[src/hw/rtl/csfw_pkg.sv]
package csfw_pkg;

  // Request types
  typedef enum logic [1:0] {
    REQ_ACQUIRE = 2'd0,
    REQ_TRY     = 2'd1,
    REQ_RELEASE = 2'd2,
    REQ_CANCEL  = 2'd3
  } req_type_e;

  // Result event kinds
  typedef enum logic [3:0] {
    EV_GRANTED     = 4'd0,
    EV_QUEUED      = 4'd1,
    EV_REFUSED     = 4'd2,
    EV_WOKEN       = 4'd3,
    EV_INTERRUPTED = 4'd4,
    EV_RELEASED    = 4'd5,
    EV_OVER_MAX    = 4'd6,
    EV_QUEUE_FULL  = 4'd7,
    EV_NOT_FOUND   = 4'd8
  } ev_kind_e;

  // Shared adder operations
  typedef enum logic {
    ALU_ADD,
    ALU_SUB
  } alu_op_e;

  // Configuration port
  localparam int CFG_IDX_W  = 2;
  localparam int CFG_DATA_W = 16;
  localparam logic [CFG_IDX_W-1:0] CFG_INITIAL_COUNT = 2'd0;
  localparam logic [CFG_IDX_W-1:0] CFG_MAX_COUNT     = 2'd1;

  localparam logic [CFG_DATA_W-1:0] INITIAL_COUNT_RST = 16'd1;
  localparam logic [CFG_DATA_W-1:0] MAX_COUNT_RST     = 16'hFFFF;

  localparam int TAG_W     = 8;
  localparam int REQ_CNT_W = 16;
  localparam int AVAIL_W   = 16;

  typedef struct packed {
    logic [1:0]           req_type;
    logic [TAG_W-1:0]     req_tag;
    logic [REQ_CNT_W-1:0] req_count;
    logic                 already_cancelled;
  } req_t;

  typedef struct packed {
    logic [3:0]         event_kind;
    logic [TAG_W-1:0]   event_tag;
    logic [AVAIL_W-1:0] available;
    logic               last;
  } evt_t;

  // Waiter queue commands
  typedef struct packed {
    logic rd;      // registered read of a logical entry
    logic wr;      // write of a logical entry
    logic grow;    // append: length + 1
    logic pop;     // drop head
    logic shrink;  // drop tail after a compaction
  } qcmd_t;

endpackage

[src/hw/rtl/counting_semaphore_fifo_waiters_unit.sv]
// Channel   Direction  Handshake                  Payload
// in        input      in_valid_i / in_stall_o    csfw_pkg::req_t
// out       output     out_valid_o / out_stall_i  csfw_pkg::evt_t
// cfg       input      cfg_valid_i / cfg_ready_o  cfg_index_i, cfg_data_i
//
// One request at a time: a sequencer around one shared adder and a ring-buffer queue.
// Acquire and try-acquire are decided directly. Release checks max_count, walks the waiters
// its units cover from the head, then pops and reports each woken waiter; over max stops there.
// Cancel searches for the oldest match, then moves every later entry up one place.
// Reset clears the queue length; the available count takes the initial_count reset value.
// Output stalls hold the sequencer only when a result is ready to leave.
module counting_semaphore_fifo_waiters_unit #(
  parameter int QUEUE_DEPTH = 16,
  parameter int COUNT_BITS  = 16
) (
  input  logic                                  clk_i,
  input  logic                                  rst_ni,
  input  logic                                  in_valid_i,
  output logic                                  in_stall_o,
  input  csfw_pkg::req_t                        in_data_i,
  output logic                                  out_valid_o,
  input  logic                                  out_stall_i,
  output csfw_pkg::evt_t                        out_data_o,
  input  logic                                  cfg_valid_i,
  output logic                                  cfg_ready_o,
  input  logic [csfw_pkg::CFG_IDX_W-1:0]        cfg_index_i,
  input  logic [csfw_pkg::CFG_DATA_W-1:0]       cfg_data_i
);

  localparam int AW   = (COUNT_BITS > 16 ? COUNT_BITS : 16) + 1;
  localparam int IdxW = $clog2(QUEUE_DEPTH);
  localparam int LenW = $clog2(QUEUE_DEPTH + 1);
  localparam logic [LenW-1:0] DepthL = LenW'(QUEUE_DEPTH);

  typedef enum logic [3:0] {
    S_IDLE,
    S_DECIDE,
    S_REL_CHK,
    S_P1_RD,
    S_P1_CHK,
    S_P2,
    S_P2_OUT,
    S_C_RD,
    S_C_CHK,
    S_C_SH_RD,
    S_C_SH_WR,
    S_EMIT
  } state_e;

  state_e               state_q;
  csfw_pkg::req_t       req_q;
  csfw_pkg::ev_kind_e   kind_q;
  logic [COUNT_BITS-1:0] avail_q;
  logic [csfw_pkg::CFG_DATA_W-1:0] max_q;
  logic [AW-1:0]        total_q;
  logic [LenW-1:0]      idx_q;
  logic [LenW-1:0]      nwake_q;
  logic                 out_valid_q;
  csfw_pkg::evt_t       out_data_q;

  logic [AW-1:0]         avail_ext, cnt_raw_ext, cnt_ext, max_ext, units_ext, cfg_ext;
  logic [COUNT_BITS-1:0] cnt_cb;
  logic [csfw_pkg::AVAIL_W-1:0] avail16;
  logic [LenW-1:0]       idx_inc;
  logic                  out_free;
  logic                  out_load;

  csfw_pkg::alu_op_e     alu_op;
  logic [AW-1:0]         alu_a, alu_b, alu_res;
  logic                  alu_ge;

  csfw_pkg::qcmd_t             qcmd;
  logic [IdxW-1:0]             q_rd_idx, q_wr_idx;
  logic [csfw_pkg::TAG_W-1:0]  q_wr_tag, q_rd_tag;
  logic [COUNT_BITS-1:0]       q_wr_units, q_rd_units;
  logic [LenW-1:0]             qlen;
  logic                        push_ok;

  // Operand views
  always_comb begin
    avail_ext   = AW'(avail_q);
    avail16     = avail_ext[csfw_pkg::AVAIL_W-1:0];
    cnt_raw_ext = AW'(req_q.req_count);
    cnt_cb      = cnt_raw_ext[COUNT_BITS-1:0];
    cnt_ext     = AW'(cnt_cb);
    max_ext     = AW'(max_q);
    units_ext   = AW'(q_rd_units);
    cfg_ext     = AW'(cfg_data_i);
    idx_inc     = idx_q + LenW'(1);
    out_free    = !out_valid_q || !out_stall_i;
    out_load    = out_free && ((state_q == S_P2_OUT) || (state_q == S_EMIT));
  end

  csfw_alu #(
    .Width (AW)
  ) u_alu (
    .a_i   (alu_a),
    .b_i   (alu_b),
    .op_i  (alu_op),
    .res_o (alu_res),
    .ge_o  (alu_ge)
  );

  csfw_queue #(
    .Depth (QUEUE_DEPTH),
    .UnitW (COUNT_BITS)
  ) u_queue (
    .clk_i      (clk_i),
    .rst_ni     (rst_ni),
    .cmd_i      (qcmd),
    .rd_idx_i   (q_rd_idx),
    .wr_idx_i   (q_wr_idx),
    .wr_tag_i   (q_wr_tag),
    .wr_units_i (q_wr_units),
    .rd_tag_o   (q_rd_tag),
    .rd_units_o (q_rd_units),
    .len_o      (qlen)
  );

  // A blocking acquire that has to wait and still fits in the queue
  assign push_ok = (req_q.req_type == csfw_pkg::REQ_ACQUIRE) && !req_q.already_cancelled &&
                   !(alu_ge && qlen == '0) && (qlen != DepthL);

  // Adder operands and queue commands per step
  always_comb begin
    alu_op     = csfw_pkg::ALU_SUB;
    alu_a      = avail_ext;
    alu_b      = cnt_ext;
    qcmd       = '0;
    q_rd_idx   = idx_q[IdxW-1:0];
    q_wr_idx   = idx_q[IdxW-1:0];
    q_wr_tag   = req_q.req_tag;
    q_wr_units = cnt_cb;
    unique case (state_q)
      S_DECIDE: begin
        if (req_q.req_type == csfw_pkg::REQ_RELEASE) begin
          alu_op = csfw_pkg::ALU_ADD;
        end
        if (push_ok) begin
          qcmd.wr   = 1'b1;
          qcmd.grow = 1'b1;
          q_wr_idx  = qlen[IdxW-1:0];
        end
      end
      S_REL_CHK: begin
        alu_a = max_ext;
        alu_b = total_q;
      end
      S_P1_RD: begin
        qcmd.rd = (idx_q != qlen);
      end
      S_P1_CHK: begin
        alu_a = total_q;
        alu_b = units_ext;
      end
      S_P2: begin
        qcmd.rd  = (nwake_q != '0);
        q_rd_idx = '0;
      end
      S_P2_OUT: begin
        qcmd.pop = out_free;
      end
      S_C_RD: begin
        qcmd.rd = (idx_q != qlen);
      end
      S_C_SH_RD: begin
        q_rd_idx = idx_inc[IdxW-1:0];
        if (idx_inc < qlen) begin
          qcmd.rd = 1'b1;
        end else begin
          qcmd.shrink = 1'b1;
        end
      end
      S_C_SH_WR: begin
        qcmd.wr    = 1'b1;
        q_wr_tag   = q_rd_tag;
        q_wr_units = q_rd_units;
      end
      default: begin
      end
    endcase
  end

  // Sequencer, counters and output register
  always_ff @(posedge clk_i or negedge rst_ni) begin
    if (!rst_ni) begin
      state_q     <= S_IDLE;
      req_q       <= '0;
      kind_q      <= csfw_pkg::EV_GRANTED;
      avail_q     <= COUNT_BITS'(csfw_pkg::INITIAL_COUNT_RST);
      max_q       <= csfw_pkg::MAX_COUNT_RST;
      total_q     <= '0;
      idx_q       <= '0;
      nwake_q     <= '0;
      out_valid_q <= 1'b0;
      out_data_q  <= '0;
    end else begin
      // register writes
      if (cfg_valid_i && cfg_ready_o) begin
        if (cfg_index_i == csfw_pkg::CFG_INITIAL_COUNT) begin
          avail_q <= cfg_ext[COUNT_BITS-1:0];
        end
        if (cfg_index_i == csfw_pkg::CFG_MAX_COUNT) begin
          max_q <= cfg_data_i;
        end
      end

      // result register: load a new result or drop a transferred one
      if (out_load) begin
        out_valid_q <= 1'b1;
      end else if (out_valid_q && !out_stall_i) begin
        out_valid_q <= 1'b0;
      end

      unique case (state_q)
        S_IDLE: begin
          if (in_valid_i) begin
            req_q   <= in_data_i;
            state_q <= S_DECIDE;
          end
        end
        S_DECIDE: begin
          unique case (req_q.req_type)
            csfw_pkg::REQ_ACQUIRE: begin
              state_q <= S_EMIT;
              if (req_q.already_cancelled) begin
                kind_q <= csfw_pkg::EV_INTERRUPTED;
              end else if (alu_ge && qlen == '0) begin
                avail_q <= alu_res[COUNT_BITS-1:0];
                kind_q  <= csfw_pkg::EV_GRANTED;
              end else if (qlen == DepthL) begin
                kind_q <= csfw_pkg::EV_QUEUE_FULL;
              end else begin
                kind_q <= csfw_pkg::EV_QUEUED;
              end
            end
            csfw_pkg::REQ_TRY: begin
              state_q <= S_EMIT;
              if (alu_ge && qlen == '0) begin
                avail_q <= alu_res[COUNT_BITS-1:0];
                kind_q  <= csfw_pkg::EV_GRANTED;
              end else begin
                kind_q <= csfw_pkg::EV_REFUSED;
              end
            end
            csfw_pkg::REQ_RELEASE: begin
              total_q <= alu_res;
              state_q <= S_REL_CHK;
            end
            csfw_pkg::REQ_CANCEL: begin
              idx_q   <= '0;
              state_q <= S_C_RD;
            end
          endcase
        end
        // total must not pass max_count
        S_REL_CHK: begin
          if (alu_ge) begin
            idx_q   <= '0;
            state_q <= S_P1_RD;
          end else begin
            kind_q  <= csfw_pkg::EV_OVER_MAX;
            state_q <= S_EMIT;
          end
        end
        // first pass: count waiters the units cover, settle the final count
        S_P1_RD: begin
          if (idx_q == qlen) begin
            avail_q <= total_q[COUNT_BITS-1:0];
            nwake_q <= idx_q;
            state_q <= S_P2;
          end else begin
            state_q <= S_P1_CHK;
          end
        end
        S_P1_CHK: begin
          if (alu_ge) begin
            total_q <= alu_res;
            idx_q   <= idx_inc;
            state_q <= S_P1_RD;
          end else begin
            avail_q <= total_q[COUNT_BITS-1:0];
            nwake_q <= idx_q;
            state_q <= S_P2;
          end
        end
        // second pass: pop and report woken waiters
        S_P2: begin
          if (nwake_q == '0) begin
            kind_q  <= csfw_pkg::EV_RELEASED;
            state_q <= S_EMIT;
          end else begin
            state_q <= S_P2_OUT;
          end
        end
        S_P2_OUT: begin
          if (out_free) begin
            out_data_q.event_kind <= csfw_pkg::EV_WOKEN;
            out_data_q.event_tag  <= q_rd_tag;
            out_data_q.available  <= avail16;
            out_data_q.last       <= 1'b0;
            nwake_q               <= nwake_q - LenW'(1);
            state_q               <= S_P2;
          end
        end
        // cancel: search oldest match
        S_C_RD: begin
          if (idx_q == qlen) begin
            kind_q  <= csfw_pkg::EV_NOT_FOUND;
            state_q <= S_EMIT;
          end else begin
            state_q <= S_C_CHK;
          end
        end
        S_C_CHK: begin
          if (q_rd_tag == req_q.req_tag) begin
            state_q <= S_C_SH_RD;
          end else begin
            idx_q   <= idx_inc;
            state_q <= S_C_RD;
          end
        end
        // close the gap one entry at a time
        S_C_SH_RD: begin
          if (idx_inc < qlen) begin
            state_q <= S_C_SH_WR;
          end else begin
            kind_q  <= csfw_pkg::EV_INTERRUPTED;
            state_q <= S_EMIT;
          end
        end
        S_C_SH_WR: begin
          idx_q   <= idx_inc;
          state_q <= S_C_SH_RD;
        end
        S_EMIT: begin
          if (out_free) begin
            out_data_q.event_kind <= kind_q;
            out_data_q.event_tag  <= req_q.req_tag;
            out_data_q.available  <= avail16;
            out_data_q.last       <= 1'b1;
            state_q               <= S_IDLE;
          end
        end
        default: begin
          state_q <= S_IDLE;
        end
      endcase
    end
  end

  assign in_stall_o  = (state_q != S_IDLE);
  // register writes only between requests
  assign cfg_ready_o = (state_q == S_IDLE);
  assign out_valid_o = out_valid_q;
  assign out_data_o  = out_data_q;

  // Checks
  a_qlen_bound: assert property (@(posedge clk_i) disable iff (!rst_ni)
    qlen <= DepthL)
    else $error("waiter queue length beyond depth");

  a_nonlast_is_woken: assert property (@(posedge clk_i) disable iff (!rst_ni)
    (out_valid_o && !out_data_o.last) |-> (out_data_o.event_kind == csfw_pkg::EV_WOKEN))
    else $error("non-final result that is not a wake-up");

  a_release_within_max: assert property (@(posedge clk_i) disable iff (!rst_ni)
    (state_q == S_P2) |-> (avail_ext <= max_ext))
    else $error("count after release exceeds max_count");

  a_pop_nonempty: assert property (@(posedge clk_i) disable iff (!rst_ni)
    qcmd.pop |-> (qlen != '0))
    else $error("pop from empty waiter queue");

  a_push_not_full: assert property (@(posedge clk_i) disable iff (!rst_ni)
    qcmd.grow |-> (qlen < DepthL))
    else $error("push into full waiter queue");

endmodule

[src/hw/rtl/csfw_alu.sv]
module csfw_alu #(
  parameter int Width = 17
) (
  input  logic [Width-1:0]     a_i,
  input  logic [Width-1:0]     b_i,
  input  csfw_pkg::alu_op_e    op_i,
  output logic [Width-1:0]     res_o,
  output logic                 ge_o
);

  // One adder/subtractor plus magnitude compare, shared by all steps
  always_comb begin
    unique case (op_i)
      csfw_pkg::ALU_ADD: res_o = a_i + b_i;
      csfw_pkg::ALU_SUB: res_o = a_i - b_i;
      default:           res_o = a_i - b_i;
    endcase
  end

  assign ge_o = (a_i >= b_i);

endmodule

[src/hw/rtl/csfw_queue.sv]
module csfw_queue #(
  parameter int Depth = 16,
  parameter int UnitW = 16,
  localparam int IdxW = $clog2(Depth),
  localparam int LenW = $clog2(Depth + 1)
) (
  input  logic                       clk_i,
  input  logic                       rst_ni,
  input  csfw_pkg::qcmd_t            cmd_i,
  input  logic [IdxW-1:0]            rd_idx_i,
  input  logic [IdxW-1:0]            wr_idx_i,
  input  logic [csfw_pkg::TAG_W-1:0] wr_tag_i,
  input  logic [UnitW-1:0]           wr_units_i,
  output logic [csfw_pkg::TAG_W-1:0] rd_tag_o,
  output logic [UnitW-1:0]           rd_units_o,
  output logic [LenW-1:0]            len_o
);

  localparam logic [IdxW:0]   DepthL = (IdxW + 1)'(Depth);
  localparam logic [IdxW-1:0] LastIdx = IdxW'(Depth - 1);

  logic [csfw_pkg::TAG_W-1:0] mem_tag_q   [Depth];
  logic [UnitW-1:0]           mem_units_q [Depth];

  logic [IdxW-1:0] head_q;
  logic [LenW-1:0] len_q;

  logic [IdxW:0]   rd_sum, rd_wrap, wr_sum, wr_wrap;
  logic [IdxW-1:0] rd_phys, wr_phys;

  // Logical index to ring position
  always_comb begin
    rd_sum  = {1'b0, head_q} + {1'b0, rd_idx_i};
    rd_wrap = rd_sum - DepthL;
    rd_phys = (rd_sum >= DepthL) ? rd_wrap[IdxW-1:0] : rd_sum[IdxW-1:0];
    wr_sum  = {1'b0, head_q} + {1'b0, wr_idx_i};
    wr_wrap = wr_sum - DepthL;
    wr_phys = (wr_sum >= DepthL) ? wr_wrap[IdxW-1:0] : wr_sum[IdxW-1:0];
  end

  // Storage write port
  always_ff @(posedge clk_i) begin
    if (cmd_i.wr) begin
      mem_tag_q[wr_phys]   <= wr_tag_i;
      mem_units_q[wr_phys] <= wr_units_i;
    end
  end

  // Registered read port; data holds until the next read
  always_ff @(posedge clk_i) begin
    if (cmd_i.rd) begin
      rd_tag_o   <= mem_tag_q[rd_phys];
      rd_units_o <= mem_units_q[rd_phys];
    end
  end

  // Head pointer and fill length
  always_ff @(posedge clk_i or negedge rst_ni) begin
    if (!rst_ni) begin
      head_q <= '0;
      len_q  <= '0;
    end else begin
      if (cmd_i.grow) begin
        len_q <= len_q + LenW'(1);
      end else if (cmd_i.pop) begin
        head_q <= (head_q == LastIdx) ? '0 : head_q + IdxW'(1);
        len_q  <= len_q - LenW'(1);
      end else if (cmd_i.shrink) begin
        len_q <= len_q - LenW'(1);
      end
    end
  end

  assign len_o = len_q;

endmodule

[config.mk]
export PLATFORM = sky130hd
export DESIGN_NAME = counting_semaphore_fifo_waiters_unit
export DESIGN_NICKNAME = d
export VERILOG_FILES = /design/src/hw/rtl/csfw_pkg.sv /design/src/hw/rtl/counting_semaphore_fifo_waiters_unit.sv /design/src/hw/rtl/csfw_alu.sv /design/src/hw/rtl/csfw_queue.sv
export SDC_FILE = /design/constraint.sdc
export NUM_CORES = 1
export LEC_CHECK = 0
export BUFFER_PORTS_ARGS = -buffer_cell sky130_fd_sc_hd__buf_2
export CAP_MARGIN = 15
export CORE_MARGIN = 1
export CORE_UTILIZATION = 55
export DETAILED_ROUTE_END_ITERATION = 8
export PLACE_DENSITY = 0.71
export REMOVE_ABC_BUFFERS = 1
export SLEW_MARGIN = 20
export SYNTH_ARGS = -nofsm -noshare
export SYNTH_HDL_FRONTEND = slang
export SYNTH_SLANG_ARGS = --single-unit
[constraint.sdc]
create_clock -name clk_i -period 9.4 [get_ports clk_i]
set_input_delay 1.41 -clock clk_i [delete_from_list [all_inputs] [get_ports clk_i]]
set_output_delay 1.41 -clock clk_i [all_outputs]
set_load 0.005 [all_outputs]
==> impl_results.html, run 1 <==
<table>
<tr><th>Metric</th><th>Value</th></tr>
<tr><th colspan="2">Timing</th></tr>
<tr><td>Worst hold-check slack</td><td>between 0.4 and 0.5 ns</td></tr>
<tr><td>Number of max-slew violations in the final report</td><td>0</td></tr>
<tr><td>Highest clock frequency the design can meet</td><td>between 0.1 and 0.15 GHz</td></tr>
<tr><td>Setup violations, final</td><td>0</td></tr>
<tr><td>Final worst clock skew</td><td>roughly 0.023 ns</td></tr>
<tr><td>Relative slew margins</td><td>0.2312</td></tr>
<tr><td>Portion of the clock cycle consumed by the worst path in the final layout</td><td>0.8457</td></tr>
<tr><td>Hold Vio Cnt, Final</td><td>0</td></tr>
<tr><td>Final worst path period need</td><td>7.949 ns</td></tr>
<tr><td>Setup repair after global routing missed its margin</td><td>no</td></tr>
<tr><td>Transition time at the pin with the least slew margin</td><td>approximately 1.2 ns</td></tr>
<tr><td>Min setup slack post-route</td><td>approximately 1.5 ns</td></tr>
<tr><th colspan="2">Cells and area</th></tr>
<tr><td>Most common cell after layout, fill and taps aside</td><td>edfxtp_1</td></tr>
<tr><td>Most frequent cells in the layout</td><td>edfxtp_1 (408), nand2_1 (193), mux4_2 (120)</td></tr>
<tr><td>Number of fill cells</td><td>about 3300</td></tr>
<tr><td>Layout net count</td><td>1850</td></tr>
<tr><td>Share of cells above drive strength 1</td><td>0.2582</td></tr>
<tr><td>Non-Filler Instances</td><td>2381</td></tr>
<tr><td>Post-route design area</td><td>about 28000 sq um</td></tr>
<tr><td>P&amp;R area growth vs syn</td><td>12.12%</td></tr>
<tr><td>Antenna cells</td><td>0</td></tr>
<tr><th colspan="2">Clock network</th></tr>
<tr><td>Buffer count from post-CTS setup fixing</td><td>0</td></tr>
<tr><td>Worst-path clk slew</td><td>approximately 0.06 ns</td></tr>
<tr><td>Number of hold buffers added after CTS</td><td>0</td></tr>
<tr><td>Clock tree buffer depth</td><td>3</td></tr>
<tr><td>Clk Latency, worst-skew pair</td><td>~0.62 ns</td></tr>
<tr><td>Post_cts resized</td><td>0</td></tr>
<tr><td>Clock tree root driver cell</td><td>clkbuf_16</td></tr>
<tr><td>Num CTS Buffers</td><td>54</td></tr>
<tr><td>Clock tree from TritonCTS</td><td>done</td></tr>
<tr><td>Number of H-tree levels</td><td>2</td></tr>
<tr><td>Num Clock Sinks</td><td>approximately 540</td></tr>
<tr><th colspan="2">Critical path</th></tr>
<tr><td>Worst flop-to-flop path endpoint</td><td>u_queue.mem_units_q[4][5]</td></tr>
<tr><td>Largest driver fanout on the critical path</td><td>38</td></tr>
<tr><td>Element type at the critical path end</td><td>flip-flop</td></tr>
<tr><td>Crit path buf inv count</td><td>6</td></tr>
<tr><td>Number of cells on the worst reg-to-reg path</td><td>28</td></tr>
<tr><td>Arrival time at the worst endpoint</td><td>~8 ns</td></tr>
<tr><td>Worst stage delay on the critical path</td><td>between 0.7 and 0.8 ns</td></tr>
<tr><td>Register-to-register setup slack</td><td>between 1 and 1.5 ns</td></tr>
<tr><td>Startpoint of the worst-slack reg-to-reg timing path</td><td>state_q[0]</td></tr>
<tr><td>Most frequent cell on the critical path</td><td>nand2_1</td></tr>
<tr><td>Type of the worst setup path</td><td>flip-flop to flip-flop</td></tr>
<tr><td>Cell family with most CP delay</td><td>simple AND/OR/NAND/NOR gates</td></tr>
<tr><td>Kind of start point of the critical path</td><td>flip-flop</td></tr>
<tr><td>CP Data Required Time</td><td>slightly below 10 ns</td></tr>
<tr><td>Library cell contributing the largest single delay on the critical path</td><td>dfrtp_1</td></tr>
<tr><th colspan="2">Power</th></tr>
<tr><td>Maximum ir drop on the vdd rail</td><td>between 0.3 and 0.4 mV</td></tr>
<tr><td>Tot Pwr</td><td>between 10000 and 15000 uW</td></tr>
<tr><td>Pleak</td><td>a little over 0.01 uW</td></tr>
<tr><td>Power per cell area</td><td>376.5 nW/um^2</td></tr>
<tr><th colspan="2">Worst hold path</th></tr>
<tr><td>End of the worst hold path</td><td>out_data_o[15]</td></tr>
<tr><td>Number of cells traversed by the worst hold path</td><td>2</td></tr>
<tr><td>Startpoint of the worst hold path</td><td>out_data_o[15]</td></tr>
<tr><td>Type of the tightest min-delay check</td><td>flip-flop to flip-flop</td></tr>
<tr><th colspan="2">Routing</th></tr>
<tr><td>Post-Route WL</td><td>between 50000 and 60000 um</td></tr>
<tr><td>Antenna viol nets, final</td><td>0</td></tr>
<tr><td>Drt first-iter violations</td><td>1519</td></tr>
<tr><td>DRC violations left</td><td>0</td></tr>
<tr><td>Via density</td><td>between 6 and 7</td></tr>
<tr><td>Post-detailed-route wirelength per cell</td><td>between 20 and 30 um</td></tr>
<tr><td>Number of iterations in the first detailed-routing pass</td><td>5</td></tr>
<tr><td>Vias</td><td>around 15000</td></tr>
<tr><th colspan="2">Die</th></tr>
<tr><td>Die H</td><td>about 210 um</td></tr>
<tr><td>Full die area</td><td>45880 sq um</td></tr>
<tr><td>Area of the core</td><td>between 40000 and 50000 sq um</td></tr>
<tr><td>Starting density of the core</td><td>0.5588</td></tr>
<tr><td>Total I/O pin count</td><td>82</td></tr>
<tr><td>Horizontal die dimension</td><td>around 210 um</td></tr>
<tr><td>Placement Rows</td><td>just under 80</td></tr>
<tr><th colspan="2">Logic synthesis</th></tr>
<tr><td>Register bit count reported by yosys</td><td>between 500 and 600</td></tr>
<tr><td>Seq/Total Area, Yosys</td><td>0.6300</td></tr>
<tr><td>Count of flip-flops with a built-in enable after synthesis</td><td>around 400</td></tr>
<tr><td>Prevailing post-synth register cell</td><td>edfxtp_1</td></tr>
<tr><td>Instance count of the mapped netlist</td><td>between 1500 and 2000</td></tr>
<tr><td>Share of flip-flops with an asynchronous set or reset</td><td>0.2458</td></tr>
<tr><td>Top post-synthesis cells by area</td><td>edfxtp_1 (49%), dfrtp_1 (12%), mux4_2 (11%), mux2_2 (3.5%), nand2_1 (2.9%)</td></tr>
<tr><td>Area share of the leading cell type in the synthesized netlist</td><td>0.4948</td></tr>
<tr><td>Number of distinct standard cells referenced by the synthesized netlist</td><td>85</td></tr>
<tr><td>Yosys warns</td><td>0</td></tr>
<tr><td>Most area-hungry cell type in the Yosys netlist</td><td>edfxtp_1</td></tr>
<tr><td>Average size of a mapped cell</td><td>around 15 sq um</td></tr>
<tr><td>Netlist Area Pre-Place</td><td>around 25000 sq um</td></tr>
<tr><th colspan="2">Placed design</th></tr>
<tr><td>Half-perimeter wire length of the detailed placement result</td><td>approximately 38000 um</td></tr>
<tr><td>Final weighted congestion in routability-driven placement</td><td>a little under 1</td></tr>
<tr><td>Number of placed instances with taps included</td><td>approximately 2300</td></tr>
<tr><td>Number of buffers inserted by port buffering</td><td>just over 80</td></tr>
<tr><td>Pre-CTS worst setup slack</td><td>between 1.5 and 2 ns</td></tr>
<tr><td>Placed Instance Area</td><td>25960 sq um</td></tr>
<tr><th colspan="2">Global routing</th></tr>
<tr><td>Leftover overflow at the end of global routing</td><td>0</td></tr>
<tr><td>Number of global-route vias before repair</td><td>between 10000 and 15000</td></tr>
<tr><td>Antenna violations before repair</td><td>1</td></tr>
<tr><td>Overall fraction of global-route tracks in use</td><td>0.2672</td></tr>
<tr><td>Largest net degree at the start of global routing</td><td>79</td></tr>
<tr><td>First-pass GRT wire length</td><td>92390 um</td></tr>
<tr><th colspan="2">Flow run</th></tr>
<tr><td># Max-Cap Violations</td><td>0</td></tr>
<tr><th colspan="2">Status</th></tr>
<tr><td>Outcome</td><td>complete, no violations</td></tr>
</table>
worst max-delay path by stage:
stage | from | endpoint | slack (ns) | depth (start not counted)
floorplan | state_q[2] | u_queue.mem_tag_q[2][0] | -0.61 | 24
global placement | state_q[2] | u_queue.mem_units_q[4][7] | 1.81 | 27
detailed placement | state_q[2] | u_queue.mem_units_q[4][10] | 1.57 | 26
CTS | state_q[0] | u_queue.mem_units_q[4][5] | 1.52 | 28
global route | state_q[2] | u_queue.mem_units_q[5][0] | 0.80 | 26
finish | state_q[0] | u_queue.mem_units_q[4][5] | 1.45 | 28
cell families (layout without fill, tap and decap cells):
kind of cell               count (synthesis)  in the layout  share of synthesized area
AOI/OAI and AO/OA                        261            261                    0.07317
xor gates and xnor gates                  42             42                    0.01486
adders and majority gates                 56             56                    0.02981
buffers and inverters                    140            269                    0.02309
DFF                                      541            541                     0.6300
muxes                                    227            227                     0.1565
and+or+nand+nor                          393            393                    0.07256
synth_stat cells (5+ instances only):
master    number
a21oi_1       58
buf_1          9
buf_2         14
a211oi_1       8
a21o_1        10
nand4_1        6
o211ai_1      10
nor2_1        75
o21a_1         9
nand3_1       28
inv_1         50
dfstp_2       17
buf_4          5
clkbuf_1      57
edfxtp_1     408
a22oi_1       40
mux2_2        77
mux4_2       120
ha_1          51
o21ai_0       44
o21bai_1       8
a22o_1         6
nor3b_1        5
and3_1         5
dfrtp_1      116
or3_1          8
xor2_1        15
nor3_1        25
nand2_1      194
a31oi_1        6
nor2b_1       11
o221ai_1       7
o31ai_1        8
nand2b_1       8
mux2i_1       29
fa_1           5
xnor2_1       27
worst register-to-register path, delay by kind of cell (launching register included):
kind            cells  cell delay, ns
buf+inv             6            1.63
flops               1            0.76
xor+xnor            2            0.44
fa+ha+maj           2            0.63
simple gates       11            2.61
compound gates      7            1.56
registers in the layout, summed over array words and instances (netlist names):
signal and flops:
total_q 17, u_queue.head_q 4, u_queue.mem_units_q 256, nwake_q 5, out_data_o 29, state_q 4
u_queue.rd_units_o 16, u_queue.mem_tag_q 128, max_q 16, kind_q 4, cnt_cb 16, out_valid_o 1
u_queue.len_o 5, idx_q 5, req_q 11, u_queue.rd_tag_o 8, avail16 16
stage by stage:
step | util | setup TNS, ns
after global routing | 0.6265 | 0
after global placement | 0.5851 | 0
final | 0.6265 | 0
after CTS | 0.6260 | 0
after detailed placement | 0.5857 | 0
after floorplan | - | -52.81
cell type report:
type / instances / area, sq um / area share
Clock buffer: 80 / 1519 / 0.05471
Tap cell: 592 / 740.7 / 0.02668
Inverter: 52 / 195.2 / 0.007030
Sequential cell: 541 / 15600 / 0.5619
Multi-Input combinational cell: 979 / 8721 / 0.3141
Timing Repair Buffer: 116 / 719.4 / 0.02591
Clock inverter: 21 / 266.5 / 0.009599
layer usage:
metal,wire [um],part of all wire,global-route usage
met2,28800,0.48,0.4310
met4,1213,0.020,0.06595
met1,25490,0.43,0.3780
met5,0,0,0
met3,4372,0.073,0.05135
power breakdown:
group / total, uW / leakage, uW / switching [uW] / internal (uW)
Sequential: 3710 / 0.00532 / 374 / 3330
Combinational: 4590 / 0.00393 / 2610 / 1990
Clock: 2150 / 0.000858 / 918 / 1240
Total: 10500 / 0.0101 / 3900 / 6550
(Power assumes the default switching activity.)
==> run 2, diff against run 1 <==
- ABC_AREA: not set -> 1
- clock period: 9.4 -> 7.6 ns (I/O delays scaled with it)
==> impl_results.html, run 2 <==
<table>
<tr><th>Metric</th><th>Value</th></tr>
<tr><th colspan="2">Global routing</th></tr>
<tr><td>First-pass GRT wire length</td><td>106200 um</td></tr>
<tr><td>Overall fraction of global-route tracks in use</td><td>0.2923</td></tr>
<tr><td>Met1 Resource Use GR</td><td>0.4131</td></tr>
<tr><td>Global routing usage on met2</td><td>0.4718</td></tr>
<tr><td>Antenna violations before repair</td><td>0</td></tr>
<tr><td>Number of global-route vias before repair</td><td>18533</td></tr>
<tr><td>Leftover overflow at the end of global routing</td><td>0</td></tr>
<tr><td>Largest net degree at the start of global routing</td><td>121</td></tr>
<tr><td>Met3 layer usage reported by global route</td><td>0.03132</td></tr>
<tr><td>GRT Max-Usage Layer</td><td>met2</td></tr>
<tr><th colspan="2">Clock network</th></tr>
<tr><td>Number of hold buffers added after CTS</td><td>0</td></tr>
<tr><td>Post_cts resized</td><td>0</td></tr>
<tr><td>Number of H-tree levels</td><td>2</td></tr>
<tr><td>Worst-path clk slew</td><td>~0.060 ns</td></tr>
<tr><td>Clock tree root driver cell</td><td>clkbuf_16</td></tr>
<tr><td>Clk Latency, worst-skew pair</td><td>approximately 0.63 ns</td></tr>
<tr><td>Num Clock Sinks</td><td>541</td></tr>
<tr><td>Num CTS Buffers</td><td>between 50 and 60</td></tr>
<tr><td>Clock tree buffer depth</td><td>3</td></tr>
<tr><td>Buffer count from post-CTS setup fixing</td><td>0</td></tr>
<tr><td>Clock tree from TritonCTS</td><td>done</td></tr>
<tr><th colspan="2">Logic synthesis</th></tr>
<tr><td>Prevailing post-synth register cell</td><td>edfxtp_1</td></tr>
<tr><td>Simple-gate share of the synthesized area</td><td>0.1580</td></tr>
<tr><td>Most instantiated library cell after synthesis</td><td>nor2_1</td></tr>
<tr><td>Top cells by instance count after synthesis</td><td>nor2_1 (414), nand2_1 (410), edfxtp_1 (408), o21ai_0 (248), inv_1 (207)</td></tr>
<tr><td>Share of flip-flops with an asynchronous set or reset</td><td>0.2458</td></tr>
<tr><td>Synth Area in Compound Gates</td><td>0.1274</td></tr>
<tr><td>Seq/Total Area, Yosys</td><td>0.6051</td></tr>
<tr><td>Count of flip-flops with a built-in enable after synthesis</td><td>between 400 and 500</td></tr>
<tr><td>Dominant combinational cell family by area after synthesis</td><td>simple AND/OR/NAND/NOR gates</td></tr>
<tr><td>Most area-hungry cell type in the Yosys netlist</td><td>edfxtp_1</td></tr>
<tr><td>Netlist Area Pre-Place</td><td>~26000 sq um</td></tr>
<tr><td>Yosys warns</td><td>0</td></tr>
<tr><td>Synth Area in Adders</td><td>0.02863</td></tr>
<tr><td>Share of the synthesized netlist area taken by xor and xnor gates</td><td>0.008832</td></tr>
<tr><td>Average size of a mapped cell</td><td>10.11 sq um</td></tr>
<tr><td>Top post-synthesis cells by area</td><td>edfxtp_1 (48%), dfrtp_1 (11%), nor2_1 (6.0%), nand2_1 (6.0%), o21ai_0 (4.8%)</td></tr>
<tr><td>Instance count of the mapped netlist</td><td>2549</td></tr>
<tr><td>Multiplexer share of the synthesized area</td><td>0.01825</td></tr>
<tr><td>Number of distinct standard cells referenced by the synthesized netlist</td><td>54</td></tr>
<tr><td>Area share of the leading cell type in the synthesized netlist</td><td>0.4752</td></tr>
<tr><td>Register bit count reported by yosys</td><td>between 500 and 600</td></tr>
<tr><th colspan="2">Status</th></tr>
<tr><td>Outcome</td><td>complete, no violations</td></tr>
<tr><th colspan="2">Timing</th></tr>
<tr><td>Setup repair after global routing missed its margin</td><td>no</td></tr>
<tr><td>Hold Vio Cnt, Final</td><td>0</td></tr>
<tr><td>Highest clock frequency the design can meet</td><td>approximately 0.15 GHz</td></tr>
<tr><td>Transition time at the pin with the least slew margin</td><td>1.091 ns</td></tr>
<tr><td>Min setup slack post-route</td><td>~1 ns</td></tr>
<tr><td>Number of max-slew violations in the final report</td><td>0</td></tr>
<tr><td>Final worst path period need</td><td>6.604 ns</td></tr>
<tr><td>Relative slew margins</td><td>0.2709</td></tr>
<tr><td>Final worst clock skew</td><td>~0.027 ns</td></tr>
<tr><td>Setup violations, final</td><td>0</td></tr>
<tr><td>Portion of the clock cycle consumed by the worst path in the final layout</td><td>0.8690</td></tr>
<tr><th colspan="2">Placed design</th></tr>
<tr><td>Final weighted congestion in routability-driven placement</td><td>approximately 0.97</td></tr>
<tr><td>Half-perimeter wire length of the detailed placement result</td><td>approximately 46000 um</td></tr>
<tr><td>Pre-CTS worst setup slack</td><td>between 1 and 1.5 ns</td></tr>
<tr><td>Placed Instance Area</td><td>approximately 27000 sq um</td></tr>
<tr><td>Number of buffers inserted by port buffering</td><td>between 80 and 90</td></tr>
<tr><th colspan="2">Critical path</th></tr>
<tr><td>Library cell contributing the largest single delay on the critical path</td><td>nor2_4</td></tr>
<tr><td>Element type at the critical path end</td><td>flip-flop</td></tr>
<tr><td>Most frequent cell on the critical path</td><td>nand3_1</td></tr>
<tr><td>Arrival time at the worst endpoint</td><td>6.84 ns</td></tr>
<tr><td>Worst stage delay on the critical path</td><td>0.76 ns</td></tr>
<tr><td>Cell family with most CP delay</td><td>simple AND/OR/NAND/NOR gates</td></tr>
<tr><td>Crit path buf inv count</td><td>9</td></tr>
<tr><td>Kind of start point of the critical path</td><td>flip-flop</td></tr>
<tr><td>Type of the worst setup path</td><td>flip-flop to flip-flop</td></tr>
<tr><td>CP Data Required Time</td><td>between 7 and 8 ns</td></tr>
<tr><td>Largest driver fanout on the critical path</td><td>29</td></tr>
<tr><th colspan="2">Cells and area</th></tr>
<tr><td>Most frequent cells in the layout</td><td>nand2_1 (409), edfxtp_1 (408), nor2_1 (397)</td></tr>
<tr><td>Register with the highest flop count</td><td>u_queue.mem_units_q</td></tr>
<tr><td>Share of cells above drive strength 1</td><td>0.1303</td></tr>
<tr><td>Post-route design area</td><td>roughly 29000 sq um</td></tr>
<tr><td>Layout net count</td><td>between 2000 and 3000</td></tr>
<tr><td>P&amp;R area growth vs syn</td><td>11.55%</td></tr>
<tr><td>Largest register FFs</td><td>about 260</td></tr>
<tr><td>Antenna cells</td><td>0</td></tr>
<tr><td>Most common cell after layout, fill and taps aside</td><td>nand2_1</td></tr>
<tr><td>Core occupancy in the finished layout</td><td>0.6283</td></tr>
<tr><th colspan="2">Power</th></tr>
<tr><td>Clock network power share</td><td>0.185</td></tr>
<tr><td>Internal power</td><td>between 8000 and 9000 uW</td></tr>
<tr><td>Switch Pwr</td><td>6682 uW</td></tr>
<tr><td>Pleak</td><td>0.01131 uW</td></tr>
<tr><td>Part of the power in combinational logic</td><td>0.513</td></tr>
<tr><td>Sw Ratio</td><td>0.4532</td></tr>
<tr><td>Tot Pwr</td><td>14740 uW</td></tr>
<tr><td>Maximum ir drop on the vdd rail</td><td>~0.31 mV</td></tr>
<tr><td>Power per cell area</td><td>slightly above 500 nW/um^2</td></tr>
<tr><td>Sequential share of power</td><td>0.302</td></tr>
<tr><th colspan="2">Die</th></tr>
<tr><td>Die H</td><td>218.5 um</td></tr>
<tr><td>Horizontal die dimension</td><td>about 220 um</td></tr>
<tr><td>Placement Rows</td><td>just under 80</td></tr>
<tr><td>Area of the core</td><td>between 40000 and 50000 sq um</td></tr>
<tr><td>Total I/O pin count</td><td>slightly above 80</td></tr>
<tr><td>Starting density of the core</td><td>0.5633</td></tr>
<tr><td>Full die area</td><td>about 48000 sq um</td></tr>
<tr><th colspan="2">Routing</th></tr>
<tr><td>Post-Route WL</td><td>around 69000 um</td></tr>
<tr><td>Antenna viol nets, final</td><td>0</td></tr>
<tr><td>Post-detailed-route wirelength per cell</td><td>approximately 21 um</td></tr>
<tr><td>DRC violations left</td><td>0</td></tr>
<tr><td>Via density</td><td>between 5 and 6</td></tr>
<tr><td>Number of iterations in the first detailed-routing pass</td><td>6</td></tr>
<tr><td>Drt first-iter violations</td><td>roughly 2100</td></tr>
<tr><td>Vias</td><td>~19000</td></tr>
<tr><th colspan="2">Worst hold path</th></tr>
<tr><td>Type of the tightest min-delay check</td><td>flip-flop to flip-flop</td></tr>
<tr><th colspan="2">Flow run</th></tr>
<tr><td># Max-Cap Violations</td><td>0</td></tr>
</table>
[run 2: path summary, 6_finish.rpt]
kind	startpoint	endpoint	slack, ns	depth (start not counted)
max	state_q[1]	u_queue.mem_tag_q[8][5]	1.0	31
min	out_data_o[2]	out_data_o[2]	0.48	2
max reg2reg	state_q[1]	u_queue.mem_tag_q[8][5]	1.0	31
min reg2reg	out_data_o[2]	out_data_o[2]	0.48	2
max in group asynchronous	rst_ni	cnt_cb[0]	5.72	2
min in group asynchronous	rst_ni	state_q[1]	0.52	1
[run 2: logic make-up after synthesis]
family	count (synthesis)
xor+xnor	26
fa+ha+maj	56
compound gates	537
mux	42
flops	541
buf+inv	354
simple gates	993
[run 2: final cells by class]
cell class                      instances  area (sq um)
Clock buffer                           66          1418
Clock inverter                         33         391.6
Fill cell                            3666         17010
Inverter                              233         880.8
Multi-Input combinational cell       1654          8934
Sequential cell                       541         15600
Tap cell                              600         750.7
Timing Repair Buffer                  129         784.5
[run 2: power by group through the flow]
stage	registers, uW	logic [uW]	clock network [uW]
4_1_cts	4450	7510	2780
2_1_floorplan	4410	5100	0
6_report	4450	7560	2730
5_1_grt	4500	8340	2880
3_3_place_gp	4500	7370	0
3_5_place_dp	4500	7470	0
[run 2: metrics by stage]
step / hold WS [ns] / std cells / setup TNS [ns]
2_1_floorplan: 0.4494 / 2428 / -26.31
3_3_place_gp: 0.4608 / 3157 / 0
3_5_place_dp: 0.4644 / 3157 / 0
4_1_cts: 0.4806 / 3256 / 0
5_1_grt: 0.5021 / 3256 / 0
6_report: 0.4796 / 3256 / 0
[run 2: layer usage]
metal,part of all wire,up-vias
li1,-,8989
met1,0.44,9325
met2,0.47,730
met3,0.058,105
met4,0.029,0
met5,0,-
[run 2: tightest hold or removal path: stages (launching register included)]
cell     delay [ns]
dfrtp_1        0.34
nand2_1        0.05
nand2_1        0.05
